### src/sv/mm4_pkg.sv
// Package for the 4x4 fixed-point matrix multiplier: sizes, token and write types.
// Used by mm4_cell, mm4_scale and matrix_multiply_4x4; depends on nothing.
`timescale 1ns / 1ps

package mm4_pkg;

    localparam int DIM       = 4;
    localparam int FRAC_BITS = 16;
    localparam int IDX_W     = (DIM > 1) ? $clog2(DIM) : 1;
    localparam int ELEM_W    = 32;
    localparam int PROD_W    = 2 * ELEM_W;
    localparam int ACC_W     = PROD_W + $clog2(DIM);

    localparam logic [ELEM_W-1:0] SAT_MAX = {1'b0, {(ELEM_W-1){1'b1}}};
    localparam logic [ELEM_W-1:0] SAT_MIN = {1'b1, {(ELEM_W-1){1'b0}}};

    typedef struct packed {
        logic             valid;
        logic [IDX_W-1:0] row;
        logic [IDX_W-1:0] col;
        logic             last;
    } tok_t;

    typedef struct packed {
        logic              left_en;
        logic              right_en;
        logic [IDX_W-1:0]  addr;
        logic [ELEM_W-1:0] data;
    } cell_wr_t;

endpackage

### src/sv/mm4_scale.sv
// Output stage: drops the fraction bits of a finished dot product and saturates it.
// Depends on mm4_pkg.
`timescale 1ns / 1ps

module mm4_scale (
    input  logic                             clk,
    input  logic                             rst_n,
    input  mm4_pkg::tok_t                    tok_in,
    input  logic signed [mm4_pkg::ACC_W-1:0] sum_in,
    output logic                             strobe,
    output logic signed [mm4_pkg::ELEM_W-1:0] product_value,
    output logic [1:0]                       out_row,
    output logic [1:0]                       out_col,
    output logic                             saturated,
    output logic                             last
);
    import mm4_pkg::*;

    logic signed [ACC_W-1:0]      shifted;
    logic [ACC_W-ELEM_W:0]        upper;
    logic                         fits;
    logic [ELEM_W-1:0]            value_next;
    logic [IDX_W+1:0]             row_ext;
    logic [IDX_W+1:0]             col_ext;

    logic                         strobe_reg;
    logic [ELEM_W-1:0]            value_reg;
    logic [1:0]                   row_reg;
    logic [1:0]                   col_reg;
    logic                         sat_reg;
    logic                         last_reg;

    always_comb
    begin
        shifted = sum_in >>> FRAC_BITS;
        upper   = shifted[ACC_W-1:ELEM_W-1];
        fits    = (upper == '0) || (upper == '1);
        if (fits)
        begin
            value_next = shifted[ELEM_W-1:0];
        end
        else if (sum_in[ACC_W-1])
        begin
            value_next = SAT_MIN;
        end
        else
        begin
            value_next = SAT_MAX;
        end
        row_ext = {2'b00, tok_in.row};
        col_ext = {2'b00, tok_in.col};
    end

    always_ff @(posedge clk or negedge rst_n)
    begin
        if (!rst_n)
        begin
            strobe_reg <= 1'b0;
        end
        else
        begin
            strobe_reg <= tok_in.valid;
        end
    end

    always_ff @(posedge clk)
    begin
        value_reg <= value_next;
        row_reg   <= row_ext[1:0];
        col_reg   <= col_ext[1:0];
        sat_reg   <= !fits;
        last_reg  <= tok_in.last;
    end

    assign strobe        = strobe_reg;
    assign product_value = value_reg;
    assign out_row       = row_reg;
    assign out_col       = col_reg;
    assign saturated     = sat_reg;
    assign last          = last_reg && strobe_reg;

endmodule

### config.mk
export PLATFORM = sky130hd
export DESIGN_NAME = mm4_scale
export DESIGN_NICKNAME = d
export VERILOG_FILES = /design/src/sv/mm4_pkg.sv /design/src/sv/mm4_scale.sv
export SDC_FILE = /design/constraint.sdc
export NUM_CORES = 1
export LEC_CHECK = 0
export BUFFER_PORTS_ARGS = -buffer_cell sky130_fd_sc_hd__buf_2
export CORE_MARGIN = 1.5
export CORE_UTILIZATION = 32
export DETAILED_ROUTE_END_ITERATION = 8
export HOLD_SLACK_MARGIN = 0.08
export PLACE_DENSITY_LB_ADDON = 0.3
export SLEW_MARGIN = 5
export SYNTH_ARGS = -nofsm -noshare
export SYNTH_HDL_FRONTEND = slang
export SYNTH_SLANG_ARGS = --single-unit
### constraint.sdc
create_clock -name clk -period 0.8 [get_ports clk]
set_input_delay 0.16 -clock clk [delete_from_list [all_inputs] [get_ports clk]]
set_output_delay 0.16 -clock clk [all_outputs]
set_load 0.01 [all_outputs]
==> run metrics <==
Critical Path RT=slightly above 1 ns; routed wire length=a little under 4000 um; PwrDens=about 1800 mW/mm^2; TritonCTS clock tree=built; CORE AREA=0.00369 mm^2; most common cell after layout, fill and taps aside=buf_2; share of layout cells above drive strength 1=56.8%; failing checks=setup timing; clock power share=around 37%; WP buf/inv=2; Detailed Routing Iterations Pass 1=2; CTS Root Cell=clkbuf_8; synthesized area=about 0.0012 mm^2; Crit-path slowest cell=nor4_4; Num CTS Buffers=5; area grow syn2layout=98.4%; antenna diode count=0; Util after Layout=66.9%; WHS Path Cells=2; worst min path class=in2reg; crit path to=product_value[26]; GPL Wtd Cong=between 0.6 and 0.7; Synthesis Warnings=0; Max Slew Vio Count=0; max capacitance violation total=0; type of origin of the critical path=primary input; Largest register FFs=32; hpwl dp=around 2200 um; period utilisation layout=136%; LEAKAGE=~1.3 nW; first-pass GRT wire length=just under 6000 um; routed vias=approximately 1300; Unique masters post-synth=18; initial core utilization=between 30% and 40%; Sink Count=39; gr usage total=about 19%; Critical Path AT=1.31 ns; worst-margin pin slew=between 0.3 and 0.4 ns; Cells after Synth=95; final worst setup slack=-0.288 ns; Synth Register Bits=39; status=finished, violations left; critical path class=in2reg; I/O pin count=around 110; Combinational Power Share=about 15%; Worst path max stage delay=roughly 0.34 ns; Congestion Overflow GR=0; DIE HEIGHT=~65 um; Crit Path Max Fanout=20; fin nets=slightly above 300; setup violators final=71; Remaining DRCs=0; most frequent cells in the layout=78 x buf_2, 36 x dlygate4sd3_1, 30 x a21o_1; # Post-CTS Setup Buffers=0; cell-internal power=~0.0035 W; fmax=~920 MHz; Die W=between 60 and 70 um; # H-tree levels=2; average wire per standard cell=around 14 um; Max-slew headroom=around three quarters; largest net degree at the start of global routing=21; worst hold start=sum_in[21]; Final Hold Vio Count=0; Routed Antenna Nets=0; row cnt=22; I/O Buffers=96; Longest Clk Path Bufs=2; clk slew on worst S/H paths=roughly 0.07 ns; sequential power share=a little under half; Iter 0 DRT Violations=23; CP delay by family, top=simple AND/OR/NAND/NOR gates; Critical Path, Cell by Cell=buf_6, nor4_4, nand3_4, a2bb2o_4, buf_12, a21o_1; Mean Syn Cell Area=between 10 and 15 um^2; number of global-route vias before repair=between 1000 and 1500; Die ar.=0.00427 mm^2; register area share after synthesis=between 60 and 70%; VDD IR max=about 0.00094 V; sw frac=20.8%; DR vias/cell=4.49; fin crit period=between 1 and 1.5 ns; dpl ws=-0.602 ns; Crit. End Element=register; FILL cells=between 200 and 300; launch point of the worst path=sum_in[48]; initial antenna violation count=0; RSZ-0062 raised after global routing=true; syn nets=169; instance count on the critical path=6; switching pwr=between 0.0009 and 0.001 W
-- routing by layer --
layer	GRT usage [%]	share of wire, %
met5	0	0
met4	10.2	2.5
met3	4.79	6.3
met2	39.3	56
met1	17.1	35
-- through the flow --
step | cell area (um^2) | setup TNS [ns] | cells | hold slack [ns] | power (W)
2_1_floorplan | 1280 | -11.01 | 95 | -0.136 | 0.00228
3_3_place_gp | 1770 | -15.99 | 235 | -0.0648 | 0.00253
3_5_place_dp | 1770 | -18.26 | 235 | -0.0615 | 0.00254
4_1_cts | 2400 | -10.82 | 282 | 0.0887 | 0.00439
5_1_grt | 2470 | -13.15 | 282 | 0.0841 | 0.00460
6_report | 2470 | -11.27 | 282 | 0.0728 | 0.00439
-- cell usage after synthesis --
cell | count | area, um^2
and2_1 | 1 | 6.26
buf_12 | 2 | 40.0
dfrtp_1 | 1 | 25.0
clkbuf_1 | 1 | 3.75
and3_1 | 1 | 6.26
a21o_2 | 1 | 8.76
nor3_1 | 1 | 5.00
o21ba_2 | 1 | 10.0
inv_1 | 1 | 3.75
dfxtp_1 | 38 | 761
buf_8 | 2 | 30.0
nand2_1 | 1 | 3.75
buf_6 | 3 | 33.8
nor4_1 | 5 | 31.3
nand3_1 | 1 | 5.00
nand4_1 | 4 | 25.0
a21o_1 | 30 | 225
a2bb2o_4 | 1 | 20.0
-- repair_timing --
item,4_1_cts,5_1_grt
gates resized for setup,24,19
hold endpoints to repair,36,0
pin swaps,29,3
endpoints found under the setup margin,71,71
cloned,3,0
hold buffers,36,0
-- power by group through the flow --
stage | Clock [W] | Sequential [W] | Combinational (W)
finish | 0.00164 | 0.00208 | 0.000670
detailed placement | 0 | 0.00211 | 0.000430
global placement | 0 | 0.00211 | 0.000421
global route | 0.00179 | 0.00209 | 0.000720
floorplan | 0 | 0.00217 | 0.000113
CTS | 0.00168 | 0.00207 | 0.000635
-- how the worst min path moves through the flow --
stage,to,slack [ns]
final,product_value[5],0.07
after global routing,product_value[5],0.08
after CTS,product_value[26],0.09
after detailed placement,strobe,-0.06
after global placement,strobe,-0.06
after floorplan,strobe,-0.14
-- cell families (layout without fill, tap and decap cells) --
logic type / Yosys count / in the layout / synth area share (%)
buffers and inverters: 9 / 145 / 8.95
AO/OA/AOI/OAI: 33 / 36 / 21.2
AND/OR/NAND/NOR: 14 / 14 / 6.64
flip-flops: 39 / 39 / 63.2
-- area by class of cell --
type                       instances  area, um^2  area share (%)
clock inverter                     2        35.0            1.42
inverter                           1        3.75           0.152
multi-input combinational         50         473            19.2
clock buffer                       6        82.6            3.35
tap                               48        60.1            2.43
sequential                        39         801            32.5
timing repair buffer             136        1010            41.0
Power figures use the tool's default switching activity.
