==> src/sv/mm4_pkg.sv <==
// Package for the 4x4 fixed-point matrix multiplier: sizes, token and write types.
// Used by mm4_cell, mm4_scale and matrix_multiply_4x4; depends on nothing.
`timescale 1ns / 1ps

package mm4_pkg;

    localparam int DIM       = 4;
    localparam int FRAC_BITS = 16;
    localparam int IDX_W     = (DIM > 1) ? $clog2(DIM) : 1;
    localparam int ELEM_W    = 32;
    localparam int PROD_W    = 2 * ELEM_W;
    localparam int ACC_W     = PROD_W + $clog2(DIM);

    localparam logic [ELEM_W-1:0] SAT_MAX = {1'b0, {(ELEM_W-1){1'b1}}};
    localparam logic [ELEM_W-1:0] SAT_MIN = {1'b1, {(ELEM_W-1){1'b0}}};

    typedef struct packed {
        logic             valid;
        logic [IDX_W-1:0] row;
        logic [IDX_W-1:0] col;
        logic             last;
    } tok_t;

    typedef struct packed {
        logic              left_en;
        logic              right_en;
        logic [IDX_W-1:0]  addr;
        logic [ELEM_W-1:0] data;
    } cell_wr_t;

endpackage

==> src/sv/mm4_cell.sv <==
// One multiply-accumulate cell of the chain: holds one column of the left matrix
// and one row of the right matrix. Depends on mm4_pkg.
`timescale 1ns / 1ps

module mm4_cell (
    input  logic                           clk,
    input  logic                           rst_n,
    input  mm4_pkg::cell_wr_t              wr,
    input  mm4_pkg::tok_t                  tok_in,
    input  logic signed [mm4_pkg::ACC_W-1:0] sum_in,
    output mm4_pkg::tok_t                  tok_out,
    output logic signed [mm4_pkg::ACC_W-1:0] sum_out
);
    import mm4_pkg::*;

    logic signed [ELEM_W-1:0] left_col_reg  [DIM];
    logic signed [ELEM_W-1:0] right_row_reg [DIM];

    tok_t                     tok_a_reg;
    tok_t                     tok_b_reg;
    logic signed [PROD_W-1:0] prod_reg;
    logic signed [PROD_W-1:0] prod_next;
    logic signed [ACC_W-1:0]  sum_a_reg;
    logic signed [ACC_W-1:0]  sum_b_reg;
    logic signed [ACC_W-1:0]  sum_b_next;

    always_ff @(posedge clk)
    begin
        if (wr.left_en)
        begin
            left_col_reg[wr.addr] <= wr.data;
        end
        if (wr.right_en)
        begin
            right_row_reg[wr.addr] <= wr.data;
        end
    end

    assign prod_next  = left_col_reg[tok_in.row] * right_row_reg[tok_in.col];
    assign sum_b_next = sum_a_reg + {{(ACC_W-PROD_W){prod_reg[PROD_W-1]}}, prod_reg};

    always_ff @(posedge clk or negedge rst_n)
    begin
        if (!rst_n)
        begin
            tok_a_reg <= '0;
            tok_b_reg <= '0;
        end
        else
        begin
            tok_a_reg <= tok_in;
            tok_b_reg <= tok_a_reg;
        end
    end

    always_ff @(posedge clk)
    begin
        prod_reg  <= prod_next;
        sum_a_reg <= sum_in;
        sum_b_reg <= sum_b_next;
    end

    assign tok_out = tok_b_reg;
    assign sum_out = sum_b_reg;

endmodule

==> config.mk <==
export PLATFORM = sky130hd
export DESIGN_NAME = mm4_cell
export DESIGN_NICKNAME = d
export VERILOG_FILES = /design/src/sv/mm4_pkg.sv /design/src/sv/mm4_cell.sv
export SDC_FILE = /design/constraint.sdc
export NUM_CORES = 2
export LEC_CHECK = 0
export ABC_CLOCK_PERIOD_IN_PS = 19200
export BUFFER_PORTS_ARGS = -buffer_cell sky130_fd_sc_hd__clkbuf_2
export CAP_MARGIN = 10
export CORE_MARGIN = 4
export CORE_UTILIZATION = 30
export DETAILED_ROUTE_END_ITERATION = 10
export GPL_TIMING_DRIVEN = 0
export PLACE_DENSITY = 0.52
export REMOVE_ABC_BUFFERS = 1
export SYNTH_ARGS = -nofsm -noshare
export SYNTH_HDL_FRONTEND = slang
export SYNTH_SLANG_ARGS = --single-unit
==> constraint.sdc <==
create_clock -name clk -period 19.2 [get_ports clk]
set_clock_uncertainty 0.1 [all_clocks]
set_input_delay 3.84 -clock clk [delete_from_list [all_inputs] [get_ports clk]]
set_output_delay 3.84 -clock clk [all_outputs]
set_load 0.005 [all_outputs]
==> results.sh <==
export IMPL_synth_area_leaders="fa_1 (41%), edfxtp_1 (14%), dfxtp_1 (7.4%), inv_1 (7.3%), ha_1 (5.9%)"
export IMPL_viasPerCell=4.81
export IMPL_synthMuxAreaShare_pct=2.64
export IMPL_yosysSeqAreaShare_pct=22.4
export IMPL_r2r_slack_ns=9.57
export IMPL_wl_um=161000
export IMPL_yosysTopAreaCellShare_pct=40.7
export IMPL_synthArstFlopShare_pct=2.59
export IMPL_crit_path_start_kind="input pin"
export IMPL_slowest_delay_ns=0.93
export IMPL_cpMostUsedCell="fa_1"
export IMPL_clk_latency_ns=0.68
export IMPL_drive_above_1_share_pct=9.21
export IMPL_yosysMostFrequentCell="fa_1"
export IMPL_hpwlAfterDp_um=131000
export IMPL_hp_class="flop to flop"
export IMPL_crit_cells=26
export IMPL_crit_fanout=32
export IMPL_worst_r2r_cell_count=24
export IMPL_drc_errors=0
export IMPL_synth_xor_area_share_pct=2.15
export IMPL_core_mm2=0.176
export IMPL_yosys_area_share_adder_pct=46.6
export IMPL_drt_first_iter_violations=2421
export IMPL_ys_ff_latch=464
export IMPL_gp_congestion=0.856
export IMPL_fin_tns_setup_ns=0
export IMPL_ys_types=81
export IMPL_vias=37000
export IMPL_register_area_mm2=0.0119
export IMPL_report_final_hold_viol_count=0
export IMPL_fillCellCount=17900
export IMPL_grt_pass1_wl_um=248000
export IMPL_setup_viol=0
export IMPL_grt_max_degree=64
export IMPL_start_util_pct=30.2
export IMPL_status="complete, no violations"
export IMPL_syn_to_final_growth_pct=11.8
export IMPL_ys_top_cells_by_count="fa_1 (1083), inv_1 (1041), nand2_1 (648)"
export IMPL_required_ns=19.61
export IMPL_globalRouteOverflowTotal=0
export IMPL_cts_sinks=464
export IMPL_post_cts_buffers=0
export IMPL_min_period_ns=13.33
export IMPL_fin_area_mm2=0.0595
export IMPL_grt_setup_unrepaired="false"
export IMPL_hold_depth=0
export IMPL_synth_top_flop_cell="edfxtp_1"
export IMPL_cts_buffers=52
export IMPL_worst_pin_slew_ns=1.31
export IMPL_drt_pre_antenna_iters=5
export IMPL_die_area_mm2=0.184
export IMPL_grt_antenna_before_repair=12
export IMPL_timing_fmax_ghz=0.0750
export IMPL_cts_tree="done"
export IMPL_timing_final_crit_share_pct=69.4
export IMPL_portBuffers=181
export IMPL_io_pins=182
export IMPL_wire_per_inst_um=20.9
export IMPL_synth_top_family_by_area="adder cells"
export IMPL_synth_compound_area_share_pct=6.58
export IMPL_synth_top_area_cell="fa_1"
export IMPL_synth_simple_area_share_pct=10.6
export IMPL_grt_use_total_pct=17.8
export IMPL_cp_end_kind="flop"
export IMPL_clock_path_buffers=3
export IMPL_ys_warn_count=0
export IMPL_timing_max_cap_violations=0
export IMPL_maxSlewViolCount=0
export IMPL_syn_inst=5245
export IMPL_placed_area_mm2=0.0577
export IMPL_synth_edff_count=256
export IMPL_chipHeight_um=429
export IMPL_clkTransAtPathRegs_ns=0.06
export IMPL_multi_input_area_mm2=0.0368
export IMPL_htreeDepth=2
export IMPL_ctsHoldBuffers=0
export IMPL_die_x_um=429
export IMPL_worst_path_buf_inv=7
export IMPL_cts_resized_gates=0
export IMPL_layout_nets=6753
export IMPL_synth_area_mm2=0.0532
export IMPL_crit_family="adder cells"
export IMPL_synth_avg_cell_area_um2=10.2
export IMPL_antenna_left=0
export IMPL_critPathKind="input pin to flop"
export IMPL_rows=154
export IMPL_worst_path_max_delay_cell="mux4_2"
export IMPL_worstPathArrival_ns=13.74
export IMPL_cts_root_buf="clkbuf_16"
export IMPL_first_global_vias=40700
export IMPL_relSlewSlack_pct=12.8
[path summary, 6_finish.rpt]
path                                           from           end
worst max-delay path                      tok_in[1]  prod_reg[61]
worst min-delay path                   tok_a_reg[4]    tok_out[4]
worst max register to register  right_row_reg[1][2]  prod_reg[61]
worst min register to register         tok_a_reg[4]    tok_out[4]
max in group asynchronous                     rst_n  tok_a_reg[1]
min in group asynchronous                     rst_n    tok_out[1]
[worst reg2reg max path, cell delays in order, from the launching register on]
cell and delay (ns):
edfxtp_1 0.38, mux4_2 0.85, nand2_1 0.32, inv_1 0.11, fa_1 0.60, fa_1 0.47
fa_1 0.92, inv_1 0.24, fa_1 0.58, inv_1 0.05, fa_1 0.50, inv_1 0.05
fa_1 0.54, fa_1 0.43, fa_1 0.49, inv_1 0.04, ha_1 0.46, and3_1 0.31
and4_1 0.27, nor3b_1 0.28, nor3b_1 0.73, o21ai_1 0.21, nand2_1 0.19, a21o_1 0.21
a211oi_1 0.11
[cells by family after synthesis]
family,count (synthesis)
AO/OA/AOI/OAI,526
adder cells (fa/ha/maj),1332
flip-flops,464
buffers and inverters,1278
XOR/XNOR,131
multiplexers,122
AND/OR/NAND/NOR,1392
[cell type report]
cell class / instances / area share [%]
clock buffers: 58 / 2.22
diodes: 1 / 0.00420
repair buffers: 249 / 3.57
multi-input cells: 3503 / 61.9
clock inverters: 38 / 0.843
well taps: 2340 / 4.92
inverters: 1041 / 6.56
flip-flops and latches: 464 / 20.0
[layout by cell type (no fill, tap or decap), types with 44 or more instances in the layout]
master	Yosys	routed
fa_1	1083	1083
inv_1	1041	1041
nand2_1	648	648
nor2_1	569	569
edfxtp_1	256	256
ha_1	249	249
dfxtp_1	196	196
clkbuf_2	3	177
a21oi_1	124	124
a21o_1	80	80
xnor2_1	80	80
o21a_1	62	62
o21ai_0	76	58
mux2i_1	57	57
mux2_2	56	56
clkbuf_16	0	52
xor2_1	51	51
o21ai_2	2	44
[through the flow]
stage / setup WS (ns) / hold WS (ns) / utilization [%] / instances
final: 5.87 / 0.236 / 33.8 / 7694
after detailed placement: 5.17 / 0.236 / 32.7 / 7596
after CTS: 5.86 / 0.231 / 33.7 / 7692
after floorplan: 7.13 / 0.231 / - / 5008
after global placement: 1.47 / 0.232 / 31.9 / 7529
after global routing: 5.30 / 0.247 / 33.8 / 7693
[routing by layer]
layer	vias up	GRT usage [%]	share of wire (%)
met5	-	0	0.0081
met4	2	5.60	3.7
met3	286	3.28	6.3
met2	1170	31.7	50
met1	19300	21.8	40
li1	16200	-	-
Power is not shown: default switching activity piles up to over one toggle a cycle in this logic, so the estimate is an artifact.
